### src/sv/lgrs_pkg.sv
package lgrs_pkg;

  localparam int ROW_W       = 64;
  localparam int WIDTH_CFG_W = 7;
  localparam int HEIGHT_CFG_W = 11;
  localparam int ROW_IDX_W   = 10;
  localparam int HEIGHT_LIMIT = 1024;

  localparam int CFG_INDEX_W = 4;
  localparam int CFG_DATA_W  = 11;

  localparam logic [CFG_INDEX_W-1:0] REG_WIDTH_IN_USE  = 4'd0;
  localparam logic [CFG_INDEX_W-1:0] REG_HEIGHT_IN_USE = 4'd1;

  localparam logic [WIDTH_CFG_W-1:0]  WIDTH_RESET  = 7'd64;
  localparam logic [HEIGHT_CFG_W-1:0] HEIGHT_RESET = 11'd1024;
  localparam int MIN_DIM = 3;

  localparam logic [3:0] BIRTH_COUNT   = 4'd3;
  localparam logic [3:0] SURVIVE_COUNT = 4'd2;

  localparam int OUT_PAYLOAD_W = ROW_W + ROW_IDX_W;
  localparam int OUT_TDATA_W   = ((OUT_PAYLOAD_W + 7) / 8) * 8;
  localparam int OUT_PAD_W     = OUT_TDATA_W - OUT_PAYLOAD_W;

  localparam int OUTQ_DEPTH = 4;
  localparam int OUTQ_PTR_W = 2;
  localparam int OUTQ_CNT_W = 3;

  typedef struct packed {
    logic                 last;
    logic [ROW_IDX_W-1:0] idx;
    logic [ROW_W-1:0]     cells;
  } result_t;

  typedef struct packed {
    logic main;
    logic last;
  } push_t;

endpackage

### src/sv/life_generation_row_stream_top.sv
// One generation of Life (birth on 3, survival on 2 or 3) over a board that
// arrives one packed row per transaction, row 0 first. Row r lets the block
// emit next-generation row r-1; the final row of the board also emits the
// all-dead last row with tlast set, so a board of H rows gives H output
// transactions. Frame cells and bits at or beyond the width in use come out
// dead. The 62 interior cells are evaluated by parallel lanes in the accept
// cycle and the results enter a four-entry output queue, so one row is taken
// per cycle while the queue has room; the final row's second output is absorbed
// by the queue because row 0 of the next board emits nothing, so a continuous
// stream with m_tready high never stalls. s_tready depends only on queue fill.
module life_generation_row_stream_top #(
  parameter int MAX_WIDTH  = 64,
  parameter int MAX_HEIGHT = 1024
) (
  input  logic                                clk,
  input  logic                                rst,
  input  logic                                s_tvalid,
  output logic                                s_tready,
  input  logic [lgrs_pkg::ROW_W-1:0]          s_tdata,   // row_cells
  output logic                                m_tvalid,
  input  logic                                m_tready,
  output logic [lgrs_pkg::OUT_TDATA_W-1:0]    m_tdata,   // next_row_cells, row_index
  output logic                                m_tlast,
  input  logic                                cfg_valid,
  output logic                                cfg_ready,
  input  logic [lgrs_pkg::CFG_INDEX_W-1:0]    cfg_index,
  input  logic [lgrs_pkg::CFG_DATA_W-1:0]     cfg_data
);

  localparam int RW  = lgrs_pkg::ROW_W;
  localparam int WCW = lgrs_pkg::WIDTH_CFG_W;
  localparam int HCW = lgrs_pkg::HEIGHT_CFG_W;
  localparam int IW  = lgrs_pkg::ROW_IDX_W;
  localparam int WIDTH_CAP  = (MAX_WIDTH > RW) ? RW : MAX_WIDTH;
  localparam int HEIGHT_CAP = (MAX_HEIGHT > lgrs_pkg::HEIGHT_LIMIT) ?
                              lgrs_pkg::HEIGHT_LIMIT : MAX_HEIGHT;

  logic [WCW-1:0] width_in_use;
  logic [HCW-1:0] height_in_use;
  logic [IW-1:0]  rows_seen;
  logic [RW-1:0]  row_above;
  logic [RW-1:0]  row_two_above;

  logic [WCW-1:0] width_eff;
  logic [HCW-1:0] height_eff;
  logic [IW-1:0]  last_row;
  logic [IW-1:0]  r;
  logic [RW-1:0]  cur;
  logic [RW-1:0]  evolved;
  logic           accept;
  logic           room;

  lgrs_pkg::push_t   push;
  lgrs_pkg::result_t main_data;
  lgrs_pkg::result_t last_data;
  lgrs_pkg::result_t out_data;

  assign cfg_ready = 1'b1;

  always_ff @(posedge clk) begin
    if (rst) begin
      width_in_use  <= lgrs_pkg::WIDTH_RESET;
      height_in_use <= lgrs_pkg::HEIGHT_RESET;
    end else if (cfg_valid) begin
      if (cfg_index == lgrs_pkg::REG_WIDTH_IN_USE) begin
        width_in_use <= cfg_data[WCW-1:0];
      end else if (cfg_index == lgrs_pkg::REG_HEIGHT_IN_USE) begin
        height_in_use <= cfg_data[HCW-1:0];
      end
    end
  end

  always_comb begin
    if (width_in_use < WCW'(lgrs_pkg::MIN_DIM)) begin
      width_eff = WCW'(lgrs_pkg::MIN_DIM);
    end else if (width_in_use > WCW'(WIDTH_CAP)) begin
      width_eff = WCW'(WIDTH_CAP);
    end else begin
      width_eff = width_in_use;
    end
    if (height_in_use < HCW'(lgrs_pkg::MIN_DIM)) begin
      height_eff = HCW'(lgrs_pkg::MIN_DIM);
    end else if (height_in_use > HCW'(HEIGHT_CAP)) begin
      height_eff = HCW'(HEIGHT_CAP);
    end else begin
      height_eff = height_in_use;
    end
  end

  assign last_row = IW'(height_eff - HCW'(1));
  assign r        = (rows_seen > last_row) ? last_row : rows_seen;
  assign cur      = s_tdata & ~({RW{1'b1}} << width_eff);

  lgrs_row_eval u_eval (
    .above     (row_two_above),
    .mid       (row_above),
    .below     (cur),
    .width_eff (width_eff),
    .next_row  (evolved)
  );

  assign s_tready = room;
  assign accept   = s_tvalid && s_tready;

  assign push.main = accept && (r != '0);
  assign push.last = accept && (r == last_row);

  assign main_data.last  = 1'b0;
  assign main_data.idx   = r - IW'(1);
  assign main_data.cells = (r >= IW'(2)) ? evolved : '0;

  assign last_data.last  = 1'b1;
  assign last_data.idx   = last_row;
  assign last_data.cells = '0;

  always_ff @(posedge clk) begin
    if (rst) begin
      rows_seen     <= '0;
      row_above     <= '0;
      row_two_above <= '0;
    end else if (accept) begin
      row_two_above <= row_above;
      row_above     <= cur;
      rows_seen     <= (r == last_row) ? '0 : r + IW'(1);
    end
  end

  lgrs_outq u_outq (
    .clk       (clk),
    .rst       (rst),
    .push      (push),
    .main_data (main_data),
    .last_data (last_data),
    .room      (room),
    .out_valid (m_tvalid),
    .out_ready (m_tready),
    .out_data  (out_data)
  );

  assign m_tdata = {{lgrs_pkg::OUT_PAD_W{1'b0}}, out_data.idx, out_data.cells};
  assign m_tlast = out_data.last;

endmodule

### src/sv/lgrs_lane.sv
module lgrs_lane (
  input  logic [7:0] nbr,
  input  logic       center,
  output logic       next
);

  logic [3:0] count;

  always_comb begin
    count = '0;
    for (int k = 0; k < 8; k++) begin
      count = count + 4'(nbr[k]);
    end
  end

  assign next = (count == lgrs_pkg::BIRTH_COUNT) ||
                (center && (count == lgrs_pkg::SURVIVE_COUNT));

endmodule

### src/sv/lgrs_row_eval.sv
module lgrs_row_eval (
  input  logic [lgrs_pkg::ROW_W-1:0]       above,
  input  logic [lgrs_pkg::ROW_W-1:0]       mid,
  input  logic [lgrs_pkg::ROW_W-1:0]       below,
  input  logic [lgrs_pkg::WIDTH_CFG_W-1:0] width_eff,
  output logic [lgrs_pkg::ROW_W-1:0]       next_row
);

  localparam int W = lgrs_pkg::ROW_W;

  logic [W-1:0] lane_bits;
  logic [W-1:0] interior_mask;

  assign lane_bits[0]   = 1'b0;
  assign lane_bits[W-1] = 1'b0;

  for (genvar i = 1; i < W - 1; i++) begin : g_lane
    lgrs_lane u_lane (
      .nbr    ({above[i+1], above[i], above[i-1], mid[i+1], mid[i-1],
                below[i+1], below[i], below[i-1]}),
      .center (mid[i]),
      .next   (lane_bits[i])
    );
  end

  // keep columns 1 .. width-2
  assign interior_mask = ~({W{1'b1}} << (width_eff - lgrs_pkg::WIDTH_CFG_W'(1)))
                         & ~W'(1);
  assign next_row = lane_bits & interior_mask;

endmodule

### src/sv/lgrs_outq.sv
module lgrs_outq (
  input  logic              clk,
  input  logic              rst,
  input  lgrs_pkg::push_t   push,
  input  lgrs_pkg::result_t main_data,
  input  lgrs_pkg::result_t last_data,
  output logic              room,
  output logic              out_valid,
  input  logic              out_ready,
  output lgrs_pkg::result_t out_data
);

  localparam int PW = lgrs_pkg::OUTQ_PTR_W;
  localparam int CW = lgrs_pkg::OUTQ_CNT_W;

  lgrs_pkg::result_t mem [lgrs_pkg::OUTQ_DEPTH];

  logic [PW-1:0] wr_ptr;
  logic [PW-1:0] rd_ptr;
  logic [CW-1:0] count;
  logic [PW-1:0] wr_ptr_plus1;
  logic [1:0]    n_push;
  logic          pop;

  assign wr_ptr_plus1 = wr_ptr + PW'(1);
  assign n_push       = 2'(push.main) + 2'(push.last);
  assign pop          = out_valid && out_ready;
  assign out_valid    = (count != '0);
  assign out_data     = mem[rd_ptr];
  assign room         = (count <= CW'(lgrs_pkg::OUTQ_DEPTH - 2));

  always_ff @(posedge clk) begin
    if (push.main) begin
      mem[wr_ptr] <= main_data;
    end
    if (push.last) begin
      mem[wr_ptr_plus1] <= last_data;
    end
  end

  always_ff @(posedge clk) begin
    if (rst) begin
      wr_ptr <= '0;
      rd_ptr <= '0;
      count  <= '0;
    end else begin
      wr_ptr <= wr_ptr + PW'(n_push);
      rd_ptr <= rd_ptr + PW'(pop);
      count  <= count + CW'(n_push) - CW'(pop);
    end
  end

endmodule
### config.mk
export PLATFORM = sky130hd
export DESIGN_NAME = life_generation_row_stream_top
export DESIGN_NICKNAME = d
export VERILOG_FILES = /design/src/sv/lgrs_pkg.sv /design/src/sv/life_generation_row_stream_top.sv /design/src/sv/lgrs_lane.sv /design/src/sv/lgrs_row_eval.sv /design/src/sv/lgrs_outq.sv
export SDC_FILE = /design/constraint.sdc
export NUM_CORES = 2
export LEC_CHECK = 0
export BUFFER_PORTS_ARGS = -buffer_cell sky130_fd_sc_hd__buf_4
export CELL_PAD_IN_SITES_DETAIL_PLACEMENT = 1
export CELL_PAD_IN_SITES_GLOBAL_PLACEMENT = 2
export CORE_MARGIN = 2
export CORE_UTILIZATION = 30
export CTS_CLUSTER_SIZE = 12
export DETAILED_ROUTE_END_ITERATION = 16
export GPL_TIMING_DRIVEN = 0
export HOLD_SLACK_MARGIN = 0.05
export PLACE_DENSITY_LB_ADDON = 0.1
export SKIP_CTS_REPAIR_TIMING = 1
export SLEW_MARGIN = 15
export SYNTH_ARGS = -nofsm -noshare
export SYNTH_HDL_FRONTEND = slang
export SYNTH_SLANG_ARGS = --single-unit
### constraint.sdc
create_clock -name clk -period 8.6 [get_ports clk]
set_clock_uncertainty 0.05 [all_clocks]
set_input_delay 1.72 -clock clk [delete_from_list [all_inputs] [get_ports clk]]
set_output_delay 1.72 -clock clk [all_outputs]
set_load 0.01 [all_outputs]
# Word level (Yosys, flattened, before mapping)
# Memories as Yosys holds them, arrays and structs flattened. A register that Yosys moved wholly into a read port is not among the register bits.
# Cells that the tools add are included.
# op_classes
addsub	444
order_cmp	7
n_eq_ne	126
shifts	2
n_mux	12
bitwise_logic	5
reduce_logical	133
# op_table
cell	count
$add A4 B1 Y4	248
$eq A4 B2 Y1 const B	124
$add A3 B1 Y4	62
$add A2 B1 Y3	62
$not A64 Y64	2
$shl A64 B7 Y64 const A	2
$add A1 B1 Y2	63
$logic_and A1 B1 Y1	66
$and A63 B64 Y64	1
$and A64 B64 Y64	1
$mux W64	1
$logic_or A1 B1 Y1	62
$mux W10	4
$sub A10 B1 Y10 const B	2
$mux W7	2
$gt A11 B11 Y1 const B	1
$lt A11 B2 Y1 const B	1
$add A10 B1 Y10 const B	1
$eq A10 B10 Y1	1
$ge A10 B2 Y1 const B	1
$gt A10 B10 Y1	1
$reduce_bool A10 Y1	1
$gt A7 B7 Y1 const B	1
$lt A7 B2 Y1 const B	1
other kinds (15)	18
# word_totals
reg_bits	163
mem_bits_rw	300
in_bits	84
output_inout_bits	84
word_cells	738
memories	1
# mem_list
name	words	width	read_ports	rd_ports_with_merged_regs	write_ports	line	source
u_outq.mem	4	75	1	1	2	lgrs_outq.sv:16	lgrs_pkg::result_t mem [lgrs_pkg::OUTQ_DEPTH];

# Longest topological paths before layout
# logic_depth
depth_word	18
mapped_depth	34
mapped_depth_nobuf	30

# Hierarchy
# A second synthesis with hierarchy kept.
# unflattened
hier_cells	3139
hier_area_um2	35063.6
# by_module_without_submodules
module	instances	cells_each	area_per_inst_um2	seq_area_each_um2
lgrs_outq	1	767	14791.7	9148.8
life_generation_row_stream_top	1	1126	8234.1	3123.0
lgrs_lane at u_eval.g_lane[10].u_lane ...	46	17	177.7	0.0
lgrs_lane at u_eval.g_lane[50].u_lane ...	16	17	162.7	0.0
lgrs_row_eval	1	192	1262.5	0.0

# Worst setup path after synthesis
# Ideal clock, no wire load.
# synth_timing
path_kind	reg-to-reg
start	reg height_in_use[2]
end	reg u_outq.count[2]
setup_time_ns	0.128
arrival_ns	6.864
t_required_ns	8.422
setup_slack_ns	1.559
path_stages_with_launch	31
path_buffers	4
period_less_slack_ns	7.041
path_cell_list	dfxtp_1 buf_2 nor4_4 a21oi_1 nor2_1 inv_1 ha_1 clkbuf_1 xor2_1 clkinv_1 ha_1 a21o_1 a21oi_1 nor2b_1 o311a_1 a211o_1 nand2_1 clkbuf_1 buf_1 o21a_1 ha_1 nand3_1 or4_1 o21bai_1 nor2_1 ha_1 ha_1 fa_1 xor2_1 xnor2_1 nor2_1
# synth_via
elab_chain_len	11
elab_cells_between_ends	14
classes_between	4 x add/sub; 3 x order compare; 1 x eq/ne; 3 x mux; 3 x reduce/logical
# synth_lines
element	line	source
from (decl)	life_generation_row_stream_top.sv:39	logic [HCW-1:0] height_in_use;
from (signal assigned)	life_generation_row_stream_top.sv:63	height_in_use <= lgrs_pkg::HEIGHT_RESET;
from (signal assigned)	life_generation_row_stream_top.sv:68	height_in_use <= cfg_data[HCW-1:0];
$gt A11 B11 Y1	life_generation_row_stream_top.sv:83	end else if (height_in_use > HCW'(HEIGHT_CAP)) begin
$mux W10	life_generation_row_stream_top.sv:83	
$mux W10 (*)	life_generation_row_stream_top.sv:81	if (height_in_use < HCW'(lgrs_pkg::MIN_DIM)) begin
$sub A10 B1 Y10 (*)	life_generation_row_stream_top.sv:90	assign last_row = IW'(height_eff - HCW'(1));
$gt A10 B10 Y1	life_generation_row_stream_top.sv:91	assign r = (rows_seen > last_row) ? last_row : rows_seen;
$mux W10	life_generation_row_stream_top.sv:91	
$eq A10 B10 Y1 or $reduce_bool A10 Y1 (tied branches)	life_generation_row_stream_top.sv:106, life_generation_row_stream_top.sv:105	
$logic_and A1 B1 Y1 (on tied branches)	life_generation_row_stream_top.sv:106, life_generation_row_stream_top.sv:105	
$add A1 B1 Y2 (*)	lgrs_outq.sv:26	assign n_push = 2'(push.main) + 2'(push.last);
$add A3 B2 Y3 (*)	lgrs_outq.sv:49	count <= count + CW'(n_push) - CW'(pop);
$sub A3 B1 Y3 (*)	lgrs_outq.sv:49	
to (signal assigned)	lgrs_outq.sv:49	
to (decl)	lgrs_outq.sv:20	logic [CW-1:0] count;
# Every way passes the cells marked *; elsewhere a longest branch is shown, timed or not.
# A chain may end at the register's enable or synchronous reset.

==> results.cfg <==
[outcome]
outcome = finished, final reports clean

[global_routing]
grt_first_pass_wirelength_um = 177000
grt_antenna_before_repair = 1
grt_overflow = 0
grt_max_degree = 17
grt_util_all_layers_pct = 23.1
grt_pass1_vias = 26561

[worst_setup_path]
cp_data_required_time_ns = 8.90
path_buf_inv = 8
start_kind = flip-flop
reg2reg_from = height_in_use[6]
critical_path_arrival_ns = 8.32
crit_family = buffers and inverters
cp_slowest_cell = or4_1
worstSetupPathType = reg -> reg
end_kind = flip-flop
r2r-end = u_outq.mem[1][72]
cp_max_fo = 10
r2r_setup_slack_ns = 0.58
r2r_cells = 27
crit_path_max_incr_delay_ns = 0.54
cp.depth = 27
crit_top_cell = ha_1

[flow_run]
drv_cap = 0

[cells_and_area]
n_antenna_cell = 0
drive_above_1_share_pct = 12.6
multiInputGateArea_um2 = 18400
regArea_um2 = 9510
fill_cells = 11098
postLayoutCoreUtil_pct = 35.4
nets = 3820
area_delta_synth_final_pct = 16.5

[yosys]
syn_inst = 3049
synth_simple_gate_area_share_pct = 10.2
synth_compound_area_share_pct = 18.5
synth_area_leader_cell = dfxtp_1
synth_ff_type = dfxtp_1
synth_top_family_by_area = adder cells
yosys-top-cells-area = dfxtp_1 28%, fa_1 17%, ha_1 8.8%
ys_seq_area_share_pct = 31.8
synthTopCellsByCount = 415 x dfxtp_1, 340 x inv_1, 249 x fa_1
synth.most_common_cell = dfxtp_1
synth_mux_area_share_pct = 6.10
ys_async_sr_fraction_pct = 0
synth_warnings = 0
synth-edff-count = 40
synth_adder_area_share_pct = 25.4
syn-cell-area_um2 = 29900
avgSynthCellArea_um2 = 9.81
ys_seq_elements = 455
synth_xor_area_share_pct = 0.937
synth_cell_types = 75
yosysTopAreaCellShare_pct = 27.8

[pwr]
cellPowerDensity_nw_per_um2 = 256
finalPower_mw = 8.92
ir_drop_mv = 0.164
leakagePower_nw = 14.4

[sta]
worstMarginPinSlew_ns = 1.21
fmax_ghz = 0.125
hold-worst-slack_ns = 0.399
setup_ws_ns = 0.577
maxSlewViolCount = 0
setup_viol = 0
max-slew-margin-rel_pct = 19.4
period_minus_slack_ns = 8.02
finalSetupTns_ns = 0
finalHoldViolations = 0
fin_crit_sh_pct = 93.3

[clocking]
htreeDepth = 2
cts.sinks = 455
cts_root_buf = clkbuf_16
clk_pin_slew_worst_paths_ns = 0.06
cts_made_buffers = 57
cts_tree = built
clock_latency_ns = 0.65
clockBufferDepth = 3

[floorplan]
std_cell_rows = 115
pin_count = 168
die_x_um = 320
start_util_pct = 30.4
coreArea_um2 = 98600
die_area_um2 = 102000
die_y_um = 320

[place]
place_hpwl_um = 93600
pre_cts_ws_ns = -1.68
gp_congestion = 0.845
portBuffers = 157

[route]
wl_per_cell_um = 25.6
drtIter0Drc = 1490
drc = 0
vias = 24577
ant_nets = 0
detail_route.first_pass.iterations = 5
wirelength_um = 118000
vias_per_cell = 5.33

[hold_path]
hold_path_end = u_outq.mem[1][74]
whs_path_depth = 2
min_from = u_outq.mem[1][74]
hold_class = reg -> reg
-- area by class of cell --
class,count,area share (%)
well taps,1287,4.62
multi-input cells,2068,52.9
inverters,341,3.71
plain buffers,191,2.44
flip-flops and latches,455,27.3
clock buffers,87,4.87
repair buffers,163,3.51
clock inverters,19,0.664
-- power by group --
part	switching [mW]	internal, mW	total (mW)
sequential	0.277	2.49	2.77
clock	1.04	1.45	2.49
combinational	2.19	1.47	3.66
-- worst min-delay path, delay by kind of cell (launching register included) --
family | cells | cell delay (ns)
simple gates | 2 | 0.09
flops | 1 | 0.31
-- through the flow --
| step | cell area (µm²) | instances |
|---|---|---|
| after global placement | 32700 | 4500 |
| after CTS | 34700 | 4608 |
| after floorplan | 29900 | 3056 |
| final | 34900 | 4611 |
| after global routing | 34900 | 4611 |
| after detailed placement | 32800 | 4502 |
-- cells in the final DEF, fill, tap and decap left out, types with 27 or more instances in the layout --
| cell type | netlist | final |
|---|---|---|
| o2111ai_1 | 29 | 29 |
| mux4_2 | 73 | 73 |
| nand3_1 | 83 | 82 |
| nor3_1 | 51 | 51 |
| buf_4 | 9 | 172 |
| o211ai_1 | 54 | 54 |
| fa_1 | 249 | 249 |
| clkbuf_1 | 120 | 123 |
| ha_1 | 210 | 210 |
| inv_1 | 340 | 337 |
| a21oi_1 | 240 | 238 |
| clkbuf_16 | 0 | 57 |
| nand2_1 | 210 | 209 |
| or3_1 | 27 | 27 |
| o2bb2ai_1 | 64 | 64 |
| o21ai_0 | 118 | 111 |
| edfxtp_1 | 40 | 40 |
| o22ai_1 | 40 | 40 |
| nor2_1 | 215 | 212 |
| dfxtp_1 | 415 | 415 |
| a22o_1 | 184 | 184 |
| buf_1 | 33 | 29 |
-- metal layers --
| layer | global-route usage (%) | part of all wire [%] | up-vias |
|---|---|---|---|
| met4 | 4.69 | 1.9 | 0 |
| li1 | - | - | 11184 |
| met2 | 37.9 | 46 | 447 |
| met1 | 33.1 | 48 | 12817 |
| met3 | 2.18 | 3.5 | 129 |
| met5 | 0 | 0 | - |
-- kinds of logic after synthesis --
logic type | Yosys count
other cells | 2
buf+inv | 533
fa+ha+maj | 459
xor+xnor | 32
simple gates | 671
compound gates | 806
flops | 455
mux | 91
-- flip-flops by register name (all words and copies together) (netlist names) --
signal         cells
u_outq.wr_ptr      2
u_outq.mem       292
row_two_above     64
row_above         64
u_outq.count       3
width_in_use       7
height_in_use     11
u_outq.rd_ptr      2
rows_seen         10
-- worst max path at each step --
stage | end | start | slack (ns)
final | u_outq.mem[1][72] | height_in_use[6] | 0.58
after detailed placement | u_outq.mem[1][69] | height_in_use[2] | -1.68
after CTS | u_outq.mem[1][68] | height_in_use[2] | -1.66
after global routing | u_outq.mem[2][62] | height_in_use[6] | -0.004
after global placement | u_outq.mem[1][69] | height_in_use[2] | -1.60
after floorplan | u_outq.count[2] | height_in_use[2] | 1.56
(Power assumes the default switching activity.)
